### config.mk
export PLATFORM = sky130hd
export DESIGN_NAME = cmdline_argument_splitter
export DESIGN_NICKNAME = d
export VERILOG_FILES = /design/src/rtl/core/cas_pkg.sv /design/src/rtl/core/cas_decode.sv /design/src/rtl/core/cas_out_fifo.sv /design/src/rtl/core/cmdline_argument_splitter.sv
export SDC_FILE = /design/constraint.sdc
export NUM_CORES = 1
export LEC_CHECK = 0
export BUFFER_PORTS_ARGS = -buffer_cell sky130_fd_sc_hd__buf_2
export CAP_MARGIN = 25
export CELL_PAD_IN_SITES_DETAIL_PLACEMENT = 0
export CELL_PAD_IN_SITES_GLOBAL_PLACEMENT = 1
export CORE_AREA = 3 3 90 92
export CTS_BUF_LIST = sky130_fd_sc_hd__clkbuf_4 sky130_fd_sc_hd__clkbuf_8 sky130_fd_sc_hd__clkbuf_16
export DETAILED_ROUTE_END_ITERATION = 12
export DIE_AREA = 0 0 93 95
export HOLD_SLACK_MARGIN = 0.12
export PLACE_DENSITY = 0.81
export SYNTH_ARGS = -nofsm -noshare
export SYNTH_HDL_FRONTEND = slang
export SYNTH_SLANG_ARGS = --single-unit
### constraint.sdc
create_clock -name aclk -period 5.6 [get_ports aclk]
set_input_delay 1.12 -clock aclk [delete_from_list [all_inputs] [get_ports aclk]]
set_output_delay 1.12 -clock aclk [all_outputs]
set_load 0.05 [all_outputs]
### src/rtl/core/cas_pkg.sv
// Package for the command-line argument splitter.
// Holds the scan mode type, character codes, result structs and helpers.
// No dependencies.
package cas_pkg;

    typedef enum logic [1:0] {
        MODE_BETWEEN = 2'd0,
        MODE_BARE    = 2'd1,
        MODE_DQUOTE  = 2'd2,
        MODE_SQUOTE  = 2'd3
    } mode_t;

    localparam logic [7:0] CH_BACKSLASH = 8'h5C;
    localparam logic [7:0] CH_DQUOTE    = 8'h22;
    localparam logic [7:0] CH_SQUOTE    = 8'h27;
    localparam logic [7:0] CH_SPACE     = 8'h20;
    localparam logic [7:0] CH_TAB       = 8'h09;
    localparam logic [7:0] CH_CR        = 8'h0D;

    localparam int FIFO_DEPTH = 4;

    typedef struct packed {
        logic [7:0] ch;
        logic       has_char;
        logic       arg_end;
        logic       last;
    } result_t;

    typedef struct packed {
        logic [1:0] count;
        result_t    r0;
        result_t    r1;
    } dec_t;

    function automatic logic is_space(input logic [7:0] c);
        return (c == CH_SPACE) || ((c >= CH_TAB) && (c <= CH_CR));
    endfunction

    function automatic result_t char_res(input logic [7:0] c);
        result_t r;
        r.ch       = c;
        r.has_char = 1'b1;
        r.arg_end  = 1'b0;
        r.last     = 1'b0;
        return r;
    endfunction

    function automatic result_t end_res();
        result_t r;
        r.ch       = 8'd0;
        r.has_char = 1'b0;
        r.arg_end  = 1'b1;
        r.last     = 1'b0;
        return r;
    endfunction

endpackage

### src/rtl/core/cas_decode.sv
// Scan state machine of the argument splitter: mode and escape registers,
// plus the decode of one byte into up to two result beats.
// Depends on cas_pkg.
module cas_decode (
    input  logic           aclk,
    input  logic           aresetn,
    input  logic           step,
    input  logic [7:0]     in_char,
    input  logic           end_of_text,
    output cas_pkg::dec_t  dec
);

    cas_pkg::mode_t mode_reg, mode_next;
    logic           esc_reg, esc_next;

    always_ff @(posedge aclk) begin
        if (!aresetn) begin
            mode_reg <= cas_pkg::MODE_BETWEEN;
            esc_reg  <= 1'b0;
        end else if (step) begin
            mode_reg <= mode_next;
            esc_reg  <= esc_next;
        end
    end

    always_comb begin
        mode_next = mode_reg;
        esc_next  = esc_reg;
        if (end_of_text) begin
            mode_next = cas_pkg::MODE_BETWEEN;
            esc_next  = 1'b0;
        end else begin
            unique case (mode_reg)
                cas_pkg::MODE_BETWEEN: begin
                    esc_next = 1'b0;
                    if (cas_pkg::is_space(in_char)) begin
                        mode_next = cas_pkg::MODE_BETWEEN;
                    end else if (in_char == cas_pkg::CH_DQUOTE) begin
                        mode_next = cas_pkg::MODE_DQUOTE;
                    end else if (in_char == cas_pkg::CH_SQUOTE) begin
                        mode_next = cas_pkg::MODE_SQUOTE;
                    end else begin
                        mode_next = cas_pkg::MODE_BARE;
                    end
                end
                cas_pkg::MODE_BARE: begin
                    if (cas_pkg::is_space(in_char)) begin
                        mode_next = cas_pkg::MODE_BETWEEN;
                    end
                end
                cas_pkg::MODE_DQUOTE: begin
                    if (esc_reg) begin
                        esc_next = 1'b0;
                    end else if (in_char == cas_pkg::CH_BACKSLASH) begin
                        esc_next = 1'b1;
                    end else if (in_char == cas_pkg::CH_DQUOTE) begin
                        mode_next = cas_pkg::MODE_BETWEEN;
                    end
                end
                cas_pkg::MODE_SQUOTE: begin
                    esc_next = 1'b0;
                    if (in_char == cas_pkg::CH_SQUOTE) begin
                        mode_next = cas_pkg::MODE_BETWEEN;
                    end
                end
                default: begin
                    mode_next = cas_pkg::MODE_BETWEEN;
                end
            endcase
        end
    end

    always_comb begin
        dec.count = 2'd0;
        dec.r0    = '0;
        dec.r1    = '0;
        if (end_of_text) begin
            if (mode_reg != cas_pkg::MODE_BETWEEN) begin
                dec.count = 2'd1;
                dec.r0    = cas_pkg::end_res();
            end
        end else begin
            unique case (mode_reg)
                cas_pkg::MODE_BETWEEN: begin
                    if (!cas_pkg::is_space(in_char) && in_char != cas_pkg::CH_DQUOTE
                            && in_char != cas_pkg::CH_SQUOTE) begin
                        dec.count = 2'd1;
                        dec.r0    = cas_pkg::char_res(in_char);
                    end
                end
                cas_pkg::MODE_BARE: begin
                    dec.count = 2'd1;
                    dec.r0    = cas_pkg::is_space(in_char) ? cas_pkg::end_res()
                                                           : cas_pkg::char_res(in_char);
                end
                cas_pkg::MODE_DQUOTE: begin
                    if (esc_reg) begin
                        if (in_char != cas_pkg::CH_BACKSLASH
                                && in_char != cas_pkg::CH_DQUOTE) begin
                            dec.count = 2'd2;
                            dec.r0    = cas_pkg::char_res(cas_pkg::CH_BACKSLASH);
                            dec.r1    = cas_pkg::char_res(in_char);
                        end else begin
                            dec.count = 2'd1;
                            dec.r0    = cas_pkg::char_res(in_char);
                        end
                    end else if (in_char == cas_pkg::CH_DQUOTE) begin
                        dec.count = 2'd1;
                        dec.r0    = cas_pkg::end_res();
                    end else if (in_char != cas_pkg::CH_BACKSLASH) begin
                        dec.count = 2'd1;
                        dec.r0    = cas_pkg::char_res(in_char);
                    end
                end
                cas_pkg::MODE_SQUOTE: begin
                    dec.count = 2'd1;
                    dec.r0    = (in_char == cas_pkg::CH_SQUOTE) ? cas_pkg::end_res()
                                                                : cas_pkg::char_res(in_char);
                end
                default: begin
                    dec.count = 2'd0;
                end
            endcase
        end
        dec.r0.last = (dec.count == 2'd1);
        dec.r1.last = (dec.count == 2'd2);
    end

endmodule

### src/rtl/core/cas_out_fifo.sv
// Result queue of the argument splitter: takes zero, one or two result
// beats per cycle and drives the master stream. Depends on cas_pkg.
module cas_out_fifo #(
    parameter int DEPTH = cas_pkg::FIFO_DEPTH
) (
    input  logic              aclk,
    input  logic              aresetn,
    input  cas_pkg::dec_t     dec,
    input  logic              push,
    output logic              room,
    output logic              m_tvalid,
    input  logic              m_tready,
    output logic [7:0]        m_tdata,   // out_char
    output logic [1:0]        m_tuser,   // has_char, arg_end
    output logic              m_tlast    // last
);

    localparam int PW = $clog2(DEPTH);
    localparam int CW = $clog2(DEPTH + 1);

    cas_pkg::result_t mem [DEPTH];

    logic [PW-1:0] wr_ptr_reg, rd_ptr_reg, wr_ptr1;
    logic [CW-1:0] cnt_reg, cnt_next, cnt_after_pop, push_n;
    logic          pop;
    cas_pkg::result_t head;

    assign pop           = m_tvalid && m_tready;
    assign cnt_after_pop = cnt_reg - CW'(pop);
    assign room          = cnt_after_pop <= CW'(DEPTH - 2);
    assign push_n        = push ? CW'(dec.count) : '0;
    assign cnt_next      = cnt_after_pop + push_n;
    assign wr_ptr1       = wr_ptr_reg + PW'(1);

    always_ff @(posedge aclk) begin
        if (!aresetn) begin
            wr_ptr_reg <= '0;
            rd_ptr_reg <= '0;
            cnt_reg    <= '0;
        end else begin
            wr_ptr_reg <= wr_ptr_reg + PW'(push_n);
            rd_ptr_reg <= rd_ptr_reg + PW'(pop);
            cnt_reg    <= cnt_next;
        end
    end

    always_ff @(posedge aclk) begin
        if (push && dec.count != 2'd0) begin
            mem[wr_ptr_reg] <= dec.r0;
        end
        if (push && dec.count == 2'd2) begin
            mem[wr_ptr1] <= dec.r1;
        end
    end

    assign head     = mem[rd_ptr_reg];
    assign m_tvalid = cnt_reg != '0;
    assign m_tdata  = head.ch;
    assign m_tuser  = {head.arg_end, head.has_char};
    assign m_tlast  = head.last;

    a_cnt_bound: assert property (@(posedge aclk) disable iff (!aresetn)
        cnt_reg <= CW'(DEPTH))
        else $error("result queue count beyond depth");

    a_no_overflow: assert property (@(posedge aclk) disable iff (!aresetn)
        push |-> room)
        else $error("push into result queue without room");

    a_cnt_track: assert property (@(posedge aclk) disable iff (!aresetn)
        1'b1 |=> cnt_reg == $past(cnt_reg) - CW'($past(pop)) + $past(push_n))
        else $error("result queue count out of step");

    a_beat_kind: assert property (@(posedge aclk) disable iff (!aresetn)
        m_tvalid |-> !(m_tuser[0] && m_tuser[1]))
        else $error("result beat carries both a byte and an argument end");

endmodule

### src/rtl/core/cmdline_argument_splitter.sv
// Command-line argument splitter, top level.
// Input register, scan decoder and result queue. Depends on cas_pkg,
// cas_decode and cas_out_fifo.
//
// Usage:
//   Slave stream: one text byte per beat in s_tdata; s_tlast marks end of
//   text, in which case s_tdata is ignored and the splitter returns to the
//   between-arguments state.
//   Master stream: each beat is an argument byte (m_tuser[0]) or an
//   argument end mark (m_tuser[1]); m_tlast flags the last beat caused by
//   one input beat. Input beats that only change state give no beat.
//   Path: each input beat is held in the input register, then its result
//   beats are written to the queue, from which the master stream reads.
//   Throughput: one input beat per cycle while the queue has room; an
//   escape that yields two bytes gives two output beats, read out one by
//   one through the single read port of the result queue.
//   Reset: aresetn low, synchronous; queue and input register empty, scan
//   state between arguments.
//   Stall: with m_tready low the queue fills until it lacks room for two
//   beats; then the input register fills, s_tready drops; nothing is lost.
module cmdline_argument_splitter #(
    parameter int FIFO_DEPTH = cas_pkg::FIFO_DEPTH
) (
    input  logic        aclk,
    input  logic        aresetn,
    input  logic        s_tvalid,
    output logic        s_tready,
    input  logic [7:0]  s_tdata,   // in_char
    input  logic        s_tlast,   // end_of_text
    output logic        m_tvalid,
    input  logic        m_tready,
    output logic [7:0]  m_tdata,   // out_char
    output logic [1:0]  m_tuser,   // has_char, arg_end
    output logic        m_tlast    // last
);

    logic          in_valid_reg;
    logic [7:0]    in_char_reg;
    logic          in_eot_reg;
    logic          room;
    logic          step;
    cas_pkg::dec_t dec;

    assign step     = in_valid_reg && room;
    assign s_tready = !in_valid_reg || step;

    always_ff @(posedge aclk) begin
        if (!aresetn) begin
            in_valid_reg <= 1'b0;
        end else if (s_tready) begin
            in_valid_reg <= s_tvalid;
        end
    end

    always_ff @(posedge aclk) begin
        if (s_tready && s_tvalid) begin
            in_char_reg <= s_tdata;
            in_eot_reg  <= s_tlast;
        end
    end

    cas_decode u_decode (
        .aclk        (aclk),
        .aresetn     (aresetn),
        .step        (step),
        .in_char     (in_char_reg),
        .end_of_text (in_eot_reg),
        .dec         (dec)
    );

    cas_out_fifo #(
        .DEPTH (FIFO_DEPTH)
    ) u_out_fifo (
        .aclk     (aclk),
        .aresetn  (aresetn),
        .dec      (dec),
        .push     (step),
        .room     (room),
        .m_tvalid (m_tvalid),
        .m_tready (m_tready),
        .m_tdata  (m_tdata),
        .m_tuser  (m_tuser),
        .m_tlast  (m_tlast)
    );

endmodule

# Word level (Yosys, flattened, before mapping)
# Memories as Yosys holds them, arrays and structs flattened. A register that Yosys moved wholly into a read port is not among the register bits.
# Index checks and enable logic that the tools add are counted.
# classes
addsub,5
order_cmp,3
n_eq_ne,17
n_mux,34
reduce_logical,21
# op_table
operator,n
$mux W11,6
$pmux W13 S4,1
$mux W12,4
$mux W13,3
$eq A8 B6 Y1 const B,3
$mux W2,11
$ne A8 B6 Y1 const B,2
$logic_and A1 B1 Y1,9
$ne A3 B2 Y1 const B,3
$eq A8 B7 Y1 const B,1
$ge A8 B4 Y1 const B,1
$le A8 B4 Y1 const B,1
$ne A8 B7 Y1 const B,1
$pmux W2 S4,1
$mux W1,7
$eq A2 B2 Y1 const B,3
$ne A3 B3 Y1 const B,2
$reduce_and A6 Y1,1
$reduce_bool A3 Y1,2
$eq A2 B1 Y1 const B,2
$reduce_bool A2 Y1,2
$add A3 B3 Y3,1
$le A3 B2 Y1 const B,1
$sub A3 B1 Y3,1
other kinds (9),11
# totals
reg_bits,20
ram_bits,44
input_bits,13
out_inout_bits,13
word_cells,89
memories,1
# mem_list
name,depth,word_bits,rd,rd_ports_with_merged_regs,write_ports,line_no,text
u_out_fifo.mem,4,11,1,1,2,cas_out_fifo.sv:21,cas_pkg::result_t mem [DEPTH];

# Logic depth before layout (Yosys ltp)
# logic_depth
word_depth,13
ltp_mapped,13

# Hierarchy
# From an unflattened synthesis, not the netlist that was laid out.
# hier_totals
hier_cells,295
hier_area_um2,3746.1
# modules_own_cells
module,n_inst,cells_per_inst,area_each_um2,seq_area_each_um2
cas_out_fifo,1,165,2647.5,1461.4
cas_decode,1,115,763.2,60.1
cmdline_argument_splitter,1,15,335.3,290.3

# Least setup slack after synthesis
# OpenSTA, ideal clock, no wires.
# synth_path
kind,in2reg
start,input port m_tready
end,register u_out_fifo.cnt_reg[2]
setup_ns,0.115
arrival_time_ns,3.517
required_ns,5.485
path_slack_ns,1.968
stages,11
path_buffers,0
cell_sequence,and2_1 > ha_1 > ha_1 > xnor2_1 > o211a_1 > nand3b_1 > nor2_4 > inv_2 > fa_1 > xor2_1 > and2_1
# synth_via
elab_chain_len,6
# synth_rtl
element,line_no,text
from (decl),cmdline_argument_splitter.sv:31,"input logic m_tready,"
$logic_and A1 B1 Y1 (*),cas_out_fifo.sv:28,assign pop = m_tvalid && m_tready;
$sub A3 B1 Y3 (*),cas_out_fifo.sv:29,assign cnt_after_pop = cnt_reg - CW'(pop);
$le A3 B2 Y1,cas_out_fifo.sv:30,assign room = cnt_after_pop <= CW'(DEPTH - 2);
$logic_and A1 B1 Y1,cmdline_argument_splitter.sv:44,assign step = in_valid_reg && room;
$mux W2,cas_out_fifo.sv:31,assign push_n = push ? CW'(dec.count) : '0;
$add A3 B3 Y3 (*),cas_out_fifo.sv:32,assign cnt_next = cnt_after_pop + push_n;
to (signal assigned),cas_out_fifo.sv:43,cnt_reg <= cnt_next;
to (decl),cas_out_fifo.sv:24,"logic [CW-1:0] cnt_reg, cnt_next, cnt_after_pop, push_n;"
# Mark *: on every way between the ends. The rest lies on a longest branch, timed or not.
# A chain may end at the register's enable or synchronous reset.

==> key figures <==
Clock network
  • TritonCTS buffer count: 9
  • Clk buf depth: 2
  • H-tree depth: 3
  • Post-CTS Setup Bufs: 0
  • CTS root buf: clkbuf_8
  • Post-CTS sizing: 0
  • # clock sinks: 64
  • Clock latency on the worst-skew pair: ~350 ps
  • Hold-fix buffers at CTS: 0
  • CTS tree: done
  • Clock transition at path regs: roughly 70 ps

Critical path
  • CP Class: in -> reg
  • Critical Path RT: 5600 ps
  • Worst endpoint data arrival time: 3800 ps
  • CP Launch Type: input pin
  • CP Capture Type: flop
  • Worst path top cell family by delay: simple AND/OR/NAND/NOR gates
  • CP max-delay cell: nor3_2
  • Crit. path cell count: 10
  • Cell Chain, Critical Path: buf_2, and2_1, ha_1, ha_1, xnor2_1, o211a_1, nand3b_1, nor3_2, nand2_1, nand2_1
  • R2R depth: 10
  • CP max stage delay: approximately 500 ps
  • Critical path fanouts, max: 10
  • Crit path buf inv count: 1

Drt
  • DRT antenna net count: 0
  • Vias per cell: between 5 and 6
  • DR WL/cell: around 18 µm
  • Total routed wirelength: between 8 and 9 mm
  • DRT Pass-1 Iters: 5
  • Vias: between 2000 and 3000
  • DR iter-0 viols: around 330
  • Drt drc: 0

Min path
  • WHS Path Cells: 2
  • Worst min-delay path category: reg -> reg

STA
  • Tcrit/Tclk final: 0.6784
  • Final-report max-slew violation count: 0
  • RSZ-0062 raised after global routing: no
  • Minimum clock period: 3799 ps
  • Slew Limit Headroom: 0.4771
  • Final Skew: roughly 6.3 ps
  • Final hold viol count: 0
  • Count of final setup violators: 0
  • Peak Freq: around 0.26 GHz
  • Setup TNS: 0 ps
  • Worst-Margin Slew: approximately 780 ps

Die
  • Die W: 93 µm
  • Chip height: approximately 95 µm
  • Core ar.: roughly 7300 µm²
  • Starting density of the core: 0.4971
  • Die area: about 8800 µm²
  • I/O pin cnt: 26
  • Std-Cell Rows: 31

Final layout
  • Synthesis-to-finish area growth: 11.77%
  • Nets: 360
  • ANT cells: 0
  • Share of cells above drive strength 1: 0.2141
  • Max reg flops: 44
  • Commonest non-fill, non-tap cell in the layout: edfxtp_1
  • Most frequent cells in the layout: edfxtp_1, buf_2, nand2_1

Synth
  • Avg Synthesized Cell Area: 11.62 µm²
  • Post-Syn Nets: approximately 340
  • Synth Instances: ~310
  • Asr flop ratio synth: 0
  • #FFs+latches synth: 64
  • Post-synth cell types: 61
  • Sequential fraction of the synthesis area: 0.4888
  • Synth Warn #: 0
  • Cell area after synthesis: roughly 3600 µm²
  • EDFF count, synth: 49
  • Top_reg_cell synth: edfxtp_1

Global routing
  • GRT overflow: 0
  • All-Layer GR Usage: 0.1964
  • Vias in the first global route: about 2500
  • First-pass GRT wire length: about 13 mm
  • Initial antenna violation count: 0
  • Largest net degree at the start of global routing: 17

Placement
  • # port buffers: 25
  • Global placer's final weighted congestion: 0.9020
  • Post-DP HPWL: 6.236 mm

Power
  • Power Density: 419.9 nW/µm²
  • LEAKAGE: between 1 and 1.5 nW
  • Power Total: about 0.0017 W
  • Peak VDD IR: between 0.00015 and 0.0002 V

Status
  • Status: finished clean

Job
  • MaxCap Viol Count: 0
[worst paths after layout]
kind	start	to	slack (ps)
worst max-delay path	m_tready	u_out_fifo.mem[3][4]	1800
worst min-delay path	u_decode.mode_reg[0]	u_decode.mode_reg[0]	500
worst max register to register	u_out_fifo.cnt_reg[2]	u_out_fifo.mem[3][4]	1930
worst min register to register	u_decode.mode_reg[0]	u_decode.mode_reg[0]	500
[power by group]
part           switching (W)  leakage, nW  internal, W
clock               0.000195        0.107     0.000255
combinational       0.000393        0.711     0.000208
sequential         0.0000754        0.603     0.000574
[metrics by stage]
stage          hold slack (ps)  worst slack, ps  cells    util  area [µm²]
2_1_floorplan            438.3             1968    312       -        3625
3_3_place_gp             487.7             1579    424  0.5247        3826
3_5_place_dp             488.3             1473    424  0.5247        3826
4_1_cts                  498.3             1838    440  0.5556        4051
5_1_grt                  515.0             1604    440  0.5556        4051
6_report                 497.8             1801    440  0.5556        4051
[layer usage]
metal  vias to the layer above  wire [µm]  track usage  part of all wire
li1                       1260          -            -                 -
met1                      1240       3562       0.2573              0.44
met2                        92       3864       0.3119              0.48
met3                        23        452      0.05418             0.056
met4                         0        201      0.07448             0.025
met5                         -          0            0                 0
[final cells by class]
type                    count  area, µm²
clock buffers               9      123.9
repair buffers             25      125.1
inverters                  14      52.55
clock inverters             7      101.3
flip-flops and latches     64       1772
fillers                   641       3241
well taps                  99      123.9
multi-input cells         222       1753
[logic make-up after synthesis]
group           count (synthesis)  share of synthesized area
mux                            14                    0.07698
flops                          64                     0.4888
fa+ha+maj                      11                    0.04004
compound gates                 97                     0.2009
buf+inv                        26                    0.02761
xor+xnor                        6                    0.01450
simple gates                   94                     0.1512
[worst min-delay path, cell delays in order (launching register included)]
cell	delay [ps]
dfxtp_1	340
nand2_1	60
mux2i_1	50
[synth_stat cells, drive strengths merged, types with 2 or more instances]
cell	count	area (µm²)
xnor2	4	35.03
nor3b	2	15.01
mux4	11	247.7
a21oi	11	62.56
o211a	2	20.02
mux2i	2	20.02
xor2	2	17.52
edfxtp	49	1471
clkbuf	9	33.78
o31ai	3	27.52
o21ai	26	152.7
a22o	18	157.7
o22ai	11	68.82
dfxtp	15	300.3
and2	12	75.07
nand2b	5	31.28
inv	14	52.55
or3	7	53.80
and3	2	12.51
o41a	2	22.52
ha	10	125.1
a32o	4	40.04
nand3b	2	15.01
nand2	24	90.09
a21o	2	15.01
nor2b	9	56.30
nand3	6	30.03
nor2	11	51.30
o21a	2	15.01
a21boi	4	30.03
nor3	6	40.04
o211ai	6	58.81
or2	2	12.51
buf	3	13.76
Note: power is estimated with default switching activity, not from simulation.
